### src/hdl/brfcs_pkg.sv
// ----------------------------------------------------------------------------
// brfcs_pkg
// Shared constants, opcodes and cell control type for the byte queue with
// character search.
// ----------------------------------------------------------------------------
package brfcs_pkg;

  // Default queue depth (power of two)
  localparam int QUEUE_DEPTH = 64;

  // Longest run of results one pop may give
  localparam int MAX_RUN = 64;

  // Fixed field widths of the stream payloads
  localparam int BYTE_W  = 8;
  localparam int COUNT_W = 7;
  localparam int OP_W    = 2;

  // Packed payload widths (whole bytes)
  localparam int IN_TDATA_W  = 16;
  localparam int OUT_TDATA_W = 24;

  // Opcodes carried on in_tuser
  typedef enum logic [OP_W-1:0] {
    OP_PUSH  = 2'd0,
    OP_POP   = 2'd1,
    OP_PEEK  = 2'd2,
    OP_CLEAR = 2'd3
  } op_t;

  // Per-cycle control broadcast to every cell of the chain
  typedef struct packed {
    logic              rotate;   // every cell takes its upper neighbor
    logic              push;     // the cell at the fill position loads byte_in
    logic [BYTE_W-1:0] byte_in;
  } cell_ctl_t;

endpackage

### src/hdl/brfcs_cell.sv
// ----------------------------------------------------------------------------
// brfcs_cell
// One byte cell of the queue chain: loads a pushed byte when it sits at the
// fill position, or takes its neighbor's byte when the chain rotates.
// ----------------------------------------------------------------------------
module brfcs_cell #(
  parameter int DEPTH = brfcs_pkg::QUEUE_DEPTH,
  parameter int IDX   = 0
) (
  input  logic                           clk,
  input  brfcs_pkg::cell_ctl_t           ctl,
  input  logic [$clog2(DEPTH+1)-1:0]     fill,
  input  logic [brfcs_pkg::BYTE_W-1:0]   nb_byte,
  output logic [brfcs_pkg::BYTE_W-1:0]   byte_q
);

  localparam int FW = $clog2(DEPTH + 1);

  logic [brfcs_pkg::BYTE_W-1:0] byte_r;
  logic [brfcs_pkg::BYTE_W-1:0] byte_nxt;
  logic                         sel;

  // Decode the write position
  assign sel = (fill == FW'(IDX));

  // Pick the next content: rotate wins, else a push to this slot
  always_comb begin
    byte_nxt = byte_r;
    if (ctl.rotate) begin
      byte_nxt = nb_byte;
    end else if (ctl.push && sel) begin
      byte_nxt = ctl.byte_in;
    end
  end

  // Hold the byte (no reset: content is defined by the fill count)
  always_ff @(posedge clk) begin
    byte_r <= byte_nxt;
  end

  assign byte_q = byte_r;

endmodule

### src/hdl/brfcs_chain.sv
// ----------------------------------------------------------------------------
// brfcs_chain
// Row of byte cells in queue order, oldest byte in cell 0. Rotation moves
// every byte one cell toward the head and wraps the head to the tail.
// ----------------------------------------------------------------------------
module brfcs_chain #(
  parameter int DEPTH = brfcs_pkg::QUEUE_DEPTH
) (
  input  logic                           clk,
  input  brfcs_pkg::cell_ctl_t           ctl,
  input  logic [$clog2(DEPTH+1)-1:0]     fill,
  output logic [brfcs_pkg::BYTE_W-1:0]   head_byte
);

  logic [brfcs_pkg::BYTE_W-1:0] cell_q [DEPTH];

  // Link each cell to its upper neighbor, the tail to the head
  for (genvar i = 0; i < DEPTH; i++) begin : g_cell
    brfcs_cell #(
      .DEPTH (DEPTH),
      .IDX   (i)
    ) u_cell (
      .clk     (clk),
      .ctl     (ctl),
      .fill    (fill),
      .nb_byte (cell_q[(i + 1) % DEPTH]),
      .byte_q  (cell_q[i])
    );
  end

  assign head_byte = cell_q[0];

endmodule

### src/hdl/byte_ring_fifo_with_char_search.sv
// ----------------------------------------------------------------------------
// byte_ring_fifo_with_char_search
// Byte queue with push, multi-byte pop, oldest-first character search and
// clear, built as a chain of byte cells with a fill counter.
//
//  channel  ports                       payload (low bit up)
//  -------  --------------------------  -------------------------------------
//  input    in_tvalid/in_tready         tuser: opcode; tdata: data_byte,
//                                       request_count
//  output   out_tvalid/out_tready       tuser: out_valid; tlast: last_of_run;
//                                       tdata: out_byte, moved_count,
//                                       fill_level, is_empty, is_full
//
// Push and clear give their result in the cycle after the transfer. Pop first
// enters its pop state, then gives one byte per cycle while the output slot
// is free, one cell shift each. Peek rotates the chain once all the way round
// while the head cell is compared, so the queue ends up unchanged. One item is
// in work at a time. Reset clears the fill count and state; cell contents are
// not reset. A stalled output register holds its result and pauses pop and
// the final peek step.
// ----------------------------------------------------------------------------
module byte_ring_fifo_with_char_search #(
  parameter int QUEUE_DEPTH = brfcs_pkg::QUEUE_DEPTH
) (
  input  logic                                 clk,
  input  logic                                 rst_n,
  // tuser: opcode[1:0]
  // tdata: data_byte[7:0], request_count[14:8], zero[15]
  input  logic                                 in_tvalid,
  output logic                                 in_tready,
  input  logic [brfcs_pkg::OP_W-1:0]           in_tuser,
  input  logic [brfcs_pkg::IN_TDATA_W-1:0]     in_tdata,
  // tuser: out_valid[0]
  // tdata: out_byte[7:0], moved_count[14:8], fill_level[21:15],
  //        is_empty[22], is_full[23]
  output logic                                 out_tvalid,
  input  logic                                 out_tready,
  output logic                                 out_tuser,
  output logic                                 out_tlast,
  output logic [brfcs_pkg::OUT_TDATA_W-1:0]    out_tdata
);

  localparam int FW = $clog2(QUEUE_DEPTH + 1);
  localparam int SW = $clog2(QUEUE_DEPTH);
  localparam int CW = brfcs_pkg::COUNT_W;
  localparam int NW = (FW > CW) ? FW : CW;

  typedef enum logic [2:0] {
    S_IDLE = 3'b001,
    S_POP  = 3'b010,
    S_PEEK = 3'b100
  } state_t;

  state_t state_r, state_nxt;

  logic [FW-1:0]               fill_r, fill_nxt;
  logic [CW-1:0]               cnt_r, cnt_nxt;
  logic [CW-1:0]               total_r, total_nxt;
  logic [SW-1:0]               step_r, step_nxt;
  logic                        found_r, found_nxt;
  logic [FW-1:0]               dist_r, dist_nxt;
  logic [brfcs_pkg::BYTE_W-1:0] char_r, char_nxt;

  // Output register
  logic                         out_tvalid_r, out_tvalid_nxt;
  logic [brfcs_pkg::BYTE_W-1:0] ob_r;
  logic                         oflag_r;
  logic [CW-1:0]                omoved_r;
  logic                         olast_r;
  logic [CW-1:0]                ofill_r;
  logic                         oempty_r;
  logic                         ofull_r;

  // Result being produced this cycle
  logic                         emit;
  logic [brfcs_pkg::BYTE_W-1:0] res_byte;
  logic                         res_flag;
  logic [CW-1:0]                res_moved;
  logic                         res_last;

  brfcs_pkg::cell_ctl_t         ctl;
  logic [brfcs_pkg::BYTE_W-1:0] head_byte;

  brfcs_pkg::op_t               in_op;
  logic [brfcs_pkg::BYTE_W-1:0] in_data;
  logic [CW-1:0]                in_req;
  logic                         in_acc;
  logic                         load_ok;
  logic [NW-1:0]                req_w, fill_w, pop_m;
  logic [CW-1:0]                pop_n;
  logic                         last_step;
  logic                         hit;

  // Unpack the input transfer
  assign in_op   = brfcs_pkg::op_t'(in_tuser);
  assign in_data = in_tdata[7:0];
  assign in_req  = in_tdata[14:8];

  assign load_ok   = !out_tvalid_r || out_tready;
  assign in_tready = (state_r == S_IDLE) && load_ok;
  assign in_acc    = in_tvalid && in_tready;

  // Pop run length: min(request, fill, longest run)
  always_comb begin
    req_w  = NW'(in_req);
    fill_w = NW'(fill_r);
    pop_m  = (req_w < fill_w) ? req_w : fill_w;
    if (pop_m > NW'(brfcs_pkg::MAX_RUN)) begin
      pop_m = NW'(brfcs_pkg::MAX_RUN);
    end
    pop_n = CW'(pop_m);
  end

  // Search compare at the head cell
  assign last_step = (step_r == SW'(QUEUE_DEPTH - 1));
  assign hit       = !found_r && (FW'(step_r) < fill_r) && (head_byte == char_r);

  // Sequence the operations
  always_comb begin
    state_nxt = state_r;
    fill_nxt  = fill_r;
    cnt_nxt   = cnt_r;
    total_nxt = total_r;
    step_nxt  = step_r;
    found_nxt = found_r;
    dist_nxt  = dist_r;
    char_nxt  = char_r;
    ctl       = '0;
    emit      = 1'b0;
    res_byte  = '0;
    res_flag  = 1'b0;
    res_moved = '0;
    res_last  = 1'b1;
    case (state_r)
      S_IDLE: begin
        if (in_acc) begin
          case (in_op)
            brfcs_pkg::OP_PUSH: begin
              emit = 1'b1;
              if (fill_r != FW'(QUEUE_DEPTH)) begin
                ctl.push    = 1'b1;
                ctl.byte_in = in_data;
                fill_nxt    = fill_r + FW'(1);
                res_moved   = CW'(1);
              end
            end
            brfcs_pkg::OP_POP: begin
              if (pop_n == '0) begin
                emit = 1'b1;
              end else begin
                state_nxt = S_POP;
                cnt_nxt   = '0;
                total_nxt = pop_n;
              end
            end
            brfcs_pkg::OP_PEEK: begin
              state_nxt = S_PEEK;
              step_nxt  = '0;
              found_nxt = 1'b0;
              dist_nxt  = '0;
              char_nxt  = in_data;
            end
            brfcs_pkg::OP_CLEAR: begin
              fill_nxt = '0;
              emit     = 1'b1;
            end
            default: ;
          endcase
        end
      end
      S_POP: begin
        // Shift out the head byte, one per free output slot
        if (load_ok) begin
          ctl.rotate = 1'b1;
          fill_nxt   = fill_r - FW'(1);
          cnt_nxt    = cnt_r + CW'(1);
          emit       = 1'b1;
          res_byte   = head_byte;
          res_flag   = 1'b1;
          res_moved  = cnt_r + CW'(1);
          res_last   = (cnt_r + CW'(1) == total_r);
          if (res_last) begin
            state_nxt = S_IDLE;
          end
        end
      end
      S_PEEK: begin
        // Rotate once round; the final step waits for the output slot
        if (!last_step || load_ok) begin
          ctl.rotate = 1'b1;
          step_nxt   = step_r + SW'(1);
          if (hit) begin
            found_nxt = 1'b1;
            dist_nxt  = FW'(step_r) + FW'(1);
          end
        end
        if (last_step && load_ok) begin
          emit      = 1'b1;
          res_moved = hit ? CW'(FW'(step_r) + FW'(1)) : CW'(dist_r);
          state_nxt = S_IDLE;
        end
      end
      default: begin
        state_nxt = S_IDLE;
      end
    endcase
  end

  assign out_tvalid_nxt = emit ? 1'b1 : (out_tready ? 1'b0 : out_tvalid_r);

  // Control registers
  always_ff @(posedge clk) begin
    if (!rst_n) begin
      state_r      <= S_IDLE;
      fill_r       <= '0;
      out_tvalid_r <= 1'b0;
    end else begin
      state_r      <= state_nxt;
      fill_r       <= fill_nxt;
      out_tvalid_r <= out_tvalid_nxt;
    end
  end

  // Working registers of pop and peek
  always_ff @(posedge clk) begin
    cnt_r   <= cnt_nxt;
    total_r <= total_nxt;
    step_r  <= step_nxt;
    found_r <= found_nxt;
    dist_r  <= dist_nxt;
    char_r  <= char_nxt;
  end

  // Load the result register
  always_ff @(posedge clk) begin
    if (emit) begin
      ob_r     <= res_byte;
      oflag_r  <= res_flag;
      omoved_r <= res_moved;
      olast_r  <= res_last;
      ofill_r  <= CW'(fill_nxt);
      oempty_r <= (fill_nxt == '0);
      ofull_r  <= (fill_nxt == FW'(QUEUE_DEPTH));
    end
  end

  brfcs_chain #(
    .DEPTH (QUEUE_DEPTH)
  ) u_chain (
    .clk       (clk),
    .ctl       (ctl),
    .fill      (fill_r),
    .head_byte (head_byte)
  );

  // Drive the result channel
  assign out_tvalid = out_tvalid_r;
  assign out_tuser  = oflag_r;
  assign out_tlast  = olast_r;
  assign out_tdata  = {ofull_r, oempty_r, ofill_r, omoved_r, ob_r};

  // Checks
  a_fill_bound: assert property (@(posedge clk) disable iff (!rst_n)
    fill_r <= FW'(QUEUE_DEPTH))
    else $error("fill count above queue depth");

  a_mid_run: assert property (@(posedge clk) disable iff (!rst_n)
    (out_tvalid && !out_tlast) |-> (state_r == S_POP))
    else $error("unmarked result outside a pop run");

  a_pop_cnt: assert property (@(posedge clk) disable iff (!rst_n)
    (state_r == S_POP) |-> (cnt_r < total_r))
    else $error("pop run count overran its length");

  a_pop_fill: assert property (@(posedge clk) disable iff (!rst_n)
    (state_r == S_POP && load_ok) |=> (fill_r == $past(fill_r) - FW'(1)))
    else $error("pop step did not drop the fill count");

endmodule
### config.mk
export PLATFORM = sky130hd
export DESIGN_NAME = byte_ring_fifo_with_char_search
export DESIGN_NICKNAME = d
export VERILOG_FILES = /design/src/hdl/brfcs_pkg.sv /design/src/hdl/brfcs_cell.sv /design/src/hdl/brfcs_chain.sv /design/src/hdl/byte_ring_fifo_with_char_search.sv
export SDC_FILE = /design/constraint.sdc
export NUM_CORES = 1
export LEC_CHECK = 0
export BUFFER_PORTS_ARGS = -buffer_cell sky130_fd_sc_hd__buf_2
export CAP_MARGIN = 20
export CORE_UTILIZATION = 60
export DETAILED_ROUTE_END_ITERATION = 6
export PLACE_DENSITY = 0.84
export SYNTH_ARGS = -nofsm -noshare
export SYNTH_HDL_FRONTEND = slang
export SYNTH_SLANG_ARGS = --single-unit
### constraint.sdc
create_clock -name clk -period 3.86 [get_ports clk]
set_input_delay 0.386 -clock clk [delete_from_list [all_inputs] [get_ports clk]]
set_output_delay 0.386 -clock clk [all_outputs]
set_load 0.005 [all_outputs]
After elaboration in Yosys (flattened, before gate mapping)

Index checks and enable logic that the tools add are counted.

Eq/ne operators: 85
Mux-type cells: 181
Add/subtract/negate cells: 5
Order comparisons: 3
Reductions and logical operators: 153
Bitwise logic cells: 1

Operator list:

| operator            | number |
|---|---|
| $mux 8              | 128 |
| $eq 7x6->1 const B  | 32 |
| $reduce_bool 2->1   | 67 |
| $eq 7x5->1 const B  | 16 |
| $mux 7              | 15 |
| $logic_and 1x1->1   | 69 |
| $eq 7x4->1 const B  | 8 |
| $pmux 7 s2          | 4 |
| $mux 9              | 4 |
| $eq 7x3->1 const B  | 4 |
| $logic_not 7->1     | 3 |
| $pmux 7 s3          | 1 |
| $mux 6              | 3 |
| $mux 3              | 5 |
| $add 7x1->7 const B | 2 |
| $eq 7x2->1 const B  | 2 |
| $mux 1              | 14 |
| $ne 2x2->1 const B  | 7 |
| $pmux 6 s2          | 1 |
| $reduce_and 5->1    | 2 |
| $pmux 3 s3          | 1 |
| $eq 8x8->1          | 1 |
| $reduce_and 4->1    | 2 |
| $add 6x1->7 const B | 1 |
| other kinds (29)    | 36 |

Output and inout bits: 28
Logic and storage cells: 508
Input port bits: 22
Bits in registers: 585

Longest topological paths before layout

Word-level depth: 10
Mapped depth: 10
Gate-level depth less buffers: 9

Hierarchy

Synthesis repeated with hierarchy kept, for this count alone.

Cells, all modules: 1652
Area total of the unflattened synthesis: 29638.4 um2

By module, submodules not included:

| module                                     | area each (um2) | seq. area each (um2) | cells each | instances |
|---|---|---|---|---|
| brfcs_cell (u_chain.g_cell[17].u_cell ...) | 405.4           | 240.2                | 20         | 16 |
| brfcs_cell (u_chain.g_cell[12].u_cell ...) | 400.4           | 240.2                | 20         | 15 |
| brfcs_cell (u_chain.g_cell[16].u_cell ...) | 396.6           | 240.2                | 20         | 14 |
| byte_ring_fifo_with_char_search            | 4043.9          | 2082.0               | 372        | 1 |
| brfcs_cell (u_chain.g_cell[11].u_cell ...) | 402.9           | 240.2                | 20         | 8 |
| brfcs_cell (u_chain.g_cell[0].u_cell ...)  | 395.4           | 240.2                | 20         | 5 |
| brfcs_cell (u_chain.g_cell[10].u_cell ...) | 399.1           | 240.2                | 20         | 4 |
| brfcs_cell (u_chain.g_cell[63].u_cell)     | 394.1           | 240.2                | 20         | 1 |
| brfcs_cell (u_chain.g_cell[15].u_cell)     | 359.1           | 240.2                | 20         | 1 |

Least setup slack after synthesis

No wires, ideal clock.

Path type: reg2reg
Start: register fill_r[2]
End: register ob_r[0] (netlist name), enable pin
Arrival time: 2.524 ns
Path buffers: 1
Data required time: 3.475 ns
Cell stages (with the launch flop): 10
Library setup time: 0.385 ns
Period minus slack after synthesis: 2.909 ns
Path slack: 0.951 ns
Cell sequence: dfxtp_1 -> buf_2 -> inv_1 -> ha_1 -> a21o_1 -> a31oi_1 -> o21ai_1 -> nor2_1 -> o32ai_1 -> o22a_1

Cells in the longest elaborated chain, start to end: 9

Ends and longest elaborated chain:

| item                   | line                                   | text |
|---|---|---|
| from (decl)            | byte_ring_fifo_with_char_search.sv:56  | `logic [FW-1:0] fill_r, fill_nxt;` |
| from (signal assigned) | byte_ring_fifo_with_char_search.sv:219 | `fill_r <= fill_nxt;` |
| $lt 7x7->1             | byte_ring_fifo_with_char_search.sv:107 | `pop_m = (req_w < fill_w) ? req_w : fill_w;` |
| $mux 7 (*)             | byte_ring_fifo_with_char_search.sv:107 |  |
| $gt 7x7->1             | byte_ring_fifo_with_char_search.sv:108 | `if (pop_m > NW'(brfcs_pkg::MAX_RUN)) begin` |
| $mux 7 (*)             | byte_ring_fifo_with_char_search.sv:108 |  |
| $logic_not 7->1 (*)    | byte_ring_fifo_with_char_search.sv:148 | `if (pop_n == '0) begin` |
| $mux 1 (*)             | byte_ring_fifo_with_char_search.sv:148 |  |
| $pmux 1 s2 (*)         | byte_ring_fifo_with_char_search.sv:137 | `case (in_op)` |
| $mux 1 (*)             | byte_ring_fifo_with_char_search.sv:136 | `if (in_acc) begin` |
| $pmux 1 s3 (*)         | byte_ring_fifo_with_char_search.sv:134 | `case (state_r)` |
| named net emit         | byte_ring_fifo_with_char_search.sv:75  | `logic emit;` |
| to (signal assigned)   | byte_ring_fifo_with_char_search.sv:237 | `ob_r <= res_byte;` |
| to (decl)              | byte_ring_fifo_with_char_search.sv:66  | `logic [brfcs_pkg::BYTE_W-1:0] ob_r;` |

The timed path passes the listed nets; every way through them passes the cells marked *.
A chain may end at the register's enable or synchronous reset.

Final worst setup path

Start: register fill_r[0]
End: register u_chain.g_cell[55].u_cell.byte_r (netlist bit u_chain.g_cell[55].u_cell.byte_q[0]) (data pin)

Cells in the longest elaborated chain, start to end: 7

Ends and longest elaborated chain:

| item                                                   | line                                   | text |
|---|---|---|
| $ne 7x7->1                                             | byte_ring_fifo_with_char_search.sv:140 | `if (fill_r != FW'(QUEUE_DEPTH)) begin` |
| $mux 9                                                 | byte_ring_fifo_with_char_search.sv:140 |  |
| $mux 9                                                 | byte_ring_fifo_with_char_search.sv:137 |  |
| $mux 9                                                 | byte_ring_fifo_with_char_search.sv:136 |  |
| $mux 9                                                 | byte_ring_fifo_with_char_search.sv:134 |  |
| $mux 8                                                 | brfcs_cell.sv:31                       | `end else if (ctl.push && sel) begin` |
| $mux 8                                                 | brfcs_cell.sv:29                       | `if (ctl.rotate) begin` |
| named net u_chain.g_cell[55].u_cell.byte_nxt (one bit) | brfcs_cell.sv:20                       | `logic [brfcs_pkg::BYTE_W-1:0] byte_nxt;` |
| to (signal assigned)                                   | brfcs_cell.sv:38                       | `byte_r <= byte_nxt;` |
| to (decl)                                              | brfcs_cell.sv:19                       | `logic [brfcs_pkg::BYTE_W-1:0] byte_r;` |

The timed path passes the listed nets, and every way through them passes these cells. The select of a mux whose other input is x is not followed.

==> flow_metrics.py <==
metrics = {
    "place": {
        "portBuffers": 48,
        "place_congestion": 0.899,
        "detailed_place_hpwl_mm": 29.6,
    },
    "logic_synthesis": {
        "synth_area_per_cell_sq_um": 15.4,
        "synth-edff-count": 574,
        "ys_seq_elements": 585,
        "synthFlopType": "edfxtp_1",
        "yosysSeqAreaShare_pct": 70.3,
        "syn_area_sq_um": 24800,
        "syn_nets": 1660,
        "yosysWarningCount": 0,
        "async_reset_ff_share_pct": 0,
        "synth.distinct_cells": 61,
        "synthCells": 1618,
    },
    "cells_and_area": {
        "diodes": 0,
        "layout_commonest_cell": "edfxtp_1",
        "area_growth_pct": 8.26,
        "final_layout_size_suffix_gt1_share_pct": 12.2,
        "finalNetCount": 1672,
        "layout_common_cells": "edfxtp_1 (574), a21o_1 (515), o21ai_1 (69), clkbuf_16 (56), nor2_1 (49)",
    },
    "setup_path": {
        "reg2reg_depth": 7,
        "end_kind": "register",
        "worst-path-buf-inv": 1,
        "cp.arrival_ps": 3620,
        "cp.depth": 7,
        "cpPeakStageDelay_ps": 810,
        "worst_path_max_delay_cell": "and2_4",
        "timing.critical_path.required_ps": 4330,
        "critPathTopFamily": "simple AND/OR/NAND/NOR gates",
        "path_cells": "inv_1 -> ha_1 -> nor3b_2 -> and3_1 -> nor3_4 -> and2_4 -> a21o_1",
        "start_kind": "register",
        "timing_worst_setup_path_type": "reg2reg",
        "cp_max_fo": 64,
    },
    "power": {
        "cellInternalPower_mw": 10.4,
        "power_switching_mw": 2.79,
        "p_clk_share_pct": 41.3,
        "ir_worst_vdd_uv": 310,
        "seqPwrFrac_pct": 54.1,
        "pwr-share-comb_pct": 4.6,
        "leakagePower_nw": 13.2,
        "p_total_mw": 13.2,
        "power_density_nw_per_um2": 491,
        "swShare_pct": 21.1,
    },
    "clock_tree": {
        "cts_made_buffers": 56,
        "htreeDepth": 2,
        "clock_path_buffers": 3,
        "cts-root-buf": "clkbuf_16",
        "tritoncts": "built",
        "clock_latency_ps": 630,
        "cts_num_sinks": 585,
        "clkTransAtPathRegs_ps": 60,
        "cts_resized": 0,
    },
    "global_route": {
        "antenna_found_initial": 0,
        "grt_pass1_vias": 13800,
        "grt_pass1_wl_mm": 78.9,
        "grt_overflow_total": 0,
        "grtUsageTotal_pct": 24.4,
        "grt_start_max_net_pins": 106,
    },
    "die": {
        "core_area_sq_um": 40800,
        "num_io_pins": 50,
        "die_w_um": 205,
        "die_h_um": 205,
        "initial_core_util_pct": 60.8,
        "die_area_sq_um": 42200,
        "row_count": 74,
    },
    "sta": {
        "min_period_ps": 3150,
        "fin_crit_sh_pct": 81.6,
        "tns_ps": 0,
        "rsz0062_at_grt": "no",
        "slew_viol_final": 0,
        "relSlewSlack_pct": 40.8,
        "clock_skew_ps": 32.0,
        "fmax_ghz": 0.317,
        "tightest_slew_ps": 882,
        "hold_viol_final": 0,
        "setup_violations": 0,
    },
    "drt": {
        "drc": 0,
        "vias": 13900,
        "drt_iter0_markers": 1658,
        "post_drt_wl_per_cell_um": 22.8,
        "drt_wl_total_mm": 50.3,
        "antenna_left": 0,
        "first_pass_iters": 5,
        "viasPerCell": 6.30,
    },
    "flow_run": {
        "drv_cap": 0,
    },
    "status": {
        "status": "finished, final reports clean",
    },
    "worst_hold_path": {
        "min_path_cells": 1,
        "hold_class": "in2reg",
    },
}
-- worst paths after layout --
path / slack, ps / end / start
worst max register to register: 710 / u_chain.g_cell[55].u_cell.byte_q[0]$_DFFE_PP_ / fill_r[0]$_SDFF_PN0_
worst min register to register: 490 / u_chain.g_cell[7].u_cell.byte_q[5]$_DFFE_PP_ / u_chain.g_cell[8].u_cell.byte_q[5]$_DFFE_PP_
worst min-delay path: 30 / char_r[1]$_DFFE_PP_ / in_tdata[1]
worst max-delay path: 710 / u_chain.g_cell[55].u_cell.byte_q[0]$_DFFE_PP_ / fill_r[0]$_SDFF_PN0_
-- kinds of logic (layout without fill, tap and decap cells) --
| group | after synthesis | in the layout | share of synthesized area [%] |
|---|---|---|---|
| multiplexers | 12 | 12 | 0.484 |
| XOR/XNOR | 24 | 24 | 0.846 |
| flip-flops | 585 | 585 | 70.3 |
| AO/OA/AOI/OAI | 645 | 645 | 18.6 |
| buffers and inverters | 163 | 221 | 5.01 |
| adder cells (fa/ha/maj) | 20 | 20 | 1.01 |
| AND/OR/NAND/NOR | 169 | 169 | 3.75 |
-- what timing repair did --
| action | 4_1_cts | 5_1_grt |
|---|---|---|
| buffers inserted | 0 | 0 |
| hold buffers | 4 | 0 |
| endpoints found under the hold margin | 4 | 0 |
-- cells in the mapped netlist, drive strengths merged (10+ instances only) --
master	number	area (sq um)
edfxtp	574	17200
a21o	515	3870
buf	95	990
o21ai	76	380
nor2	50	190
clkbuf	47	176
nand2	29	114
nand3	24	133
inv	21	78.8
ha	20	250
and2	18	130
a21oi	16	83.8
and3	14	87.6
xor2	14	123
mux2i	12	120
dfxtp	11	220
xnor2	10	87.6
-- power groups by stage --
stage | combinational [mW] | sequential (mW) | clock (mW)
after floorplan | 0.466 | 7.26 | 0
after global placement | 0.570 | 7.28 | 0
after detailed placement | 0.597 | 7.28 | 0
after CTS | 0.610 | 7.15 | 5.52
after global routing | 0.667 | 7.15 | 5.75
final | 0.612 | 7.15 | 5.45
-- sequential cells by signal, summed over array words and instances, names as in the netlist, 3 cells and up --
| register | flops |
|---|---|
| fill_r | 7 |
| char_r | 8 |
| ofill_r | 7 |
| dist_r | 7 |
| ob_r | 8 |
| step_r | 6 |
| omoved_r | 7 |
| state_r | 3 |
| u_chain.g_cell.u_cell.byte_q | 512 |
| cnt_r | 7 |
| total_r | 7 |
-- routing by layer --
| layer | up-vias | GRT usage [%] | wire length, um |
|---|---|---|---|
| met5 | - | 0 | 0 |
| met4 | 0 | 8.78 | 1460 |
| met3 | 99 | 3.63 | 3460 |
| met2 | 615 | 39.2 | 24100 |
| met1 | 7027 | 34.2 | 21300 |
| li1 | 6162 | - | - |
-- metrics by stage --
stage               util, %  setup WS (ps)  cell area, sq um  hold slack (ps)  cells
finish                 65.9            710             26900             34.6   2208
global placement       61.3            862             25000              496   2100
floorplan                 -            951             24800              485   1618
global route           65.9            546             26900             21.0   2208
CTS                    65.9            770             26900             7.33   2208
detailed placement     61.3            765             25000              503   2100
-- worst reg2reg max path, stage by stage, from the launching register on --
cell     delay [ps]
dfxtp_1         640
inv_1           130
ha_1            330
nor3b_2         220
and3_1          260
nor3_4          400
and2_4          810
a21o_1          220
-- area by class of cell --
cell class / count / area (sq um)
fill: 2625 / 13900
clock inverter: 39 / 384
inverter: 21 / 78.8
sequential: 585 / 17500
timing repair buffer: 96 / 723
tap: 532 / 666
multi-input combinational: 870 / 6140
clock buffer: 65 / 1440
Note: power is estimated with default switching activity, not from simulation.
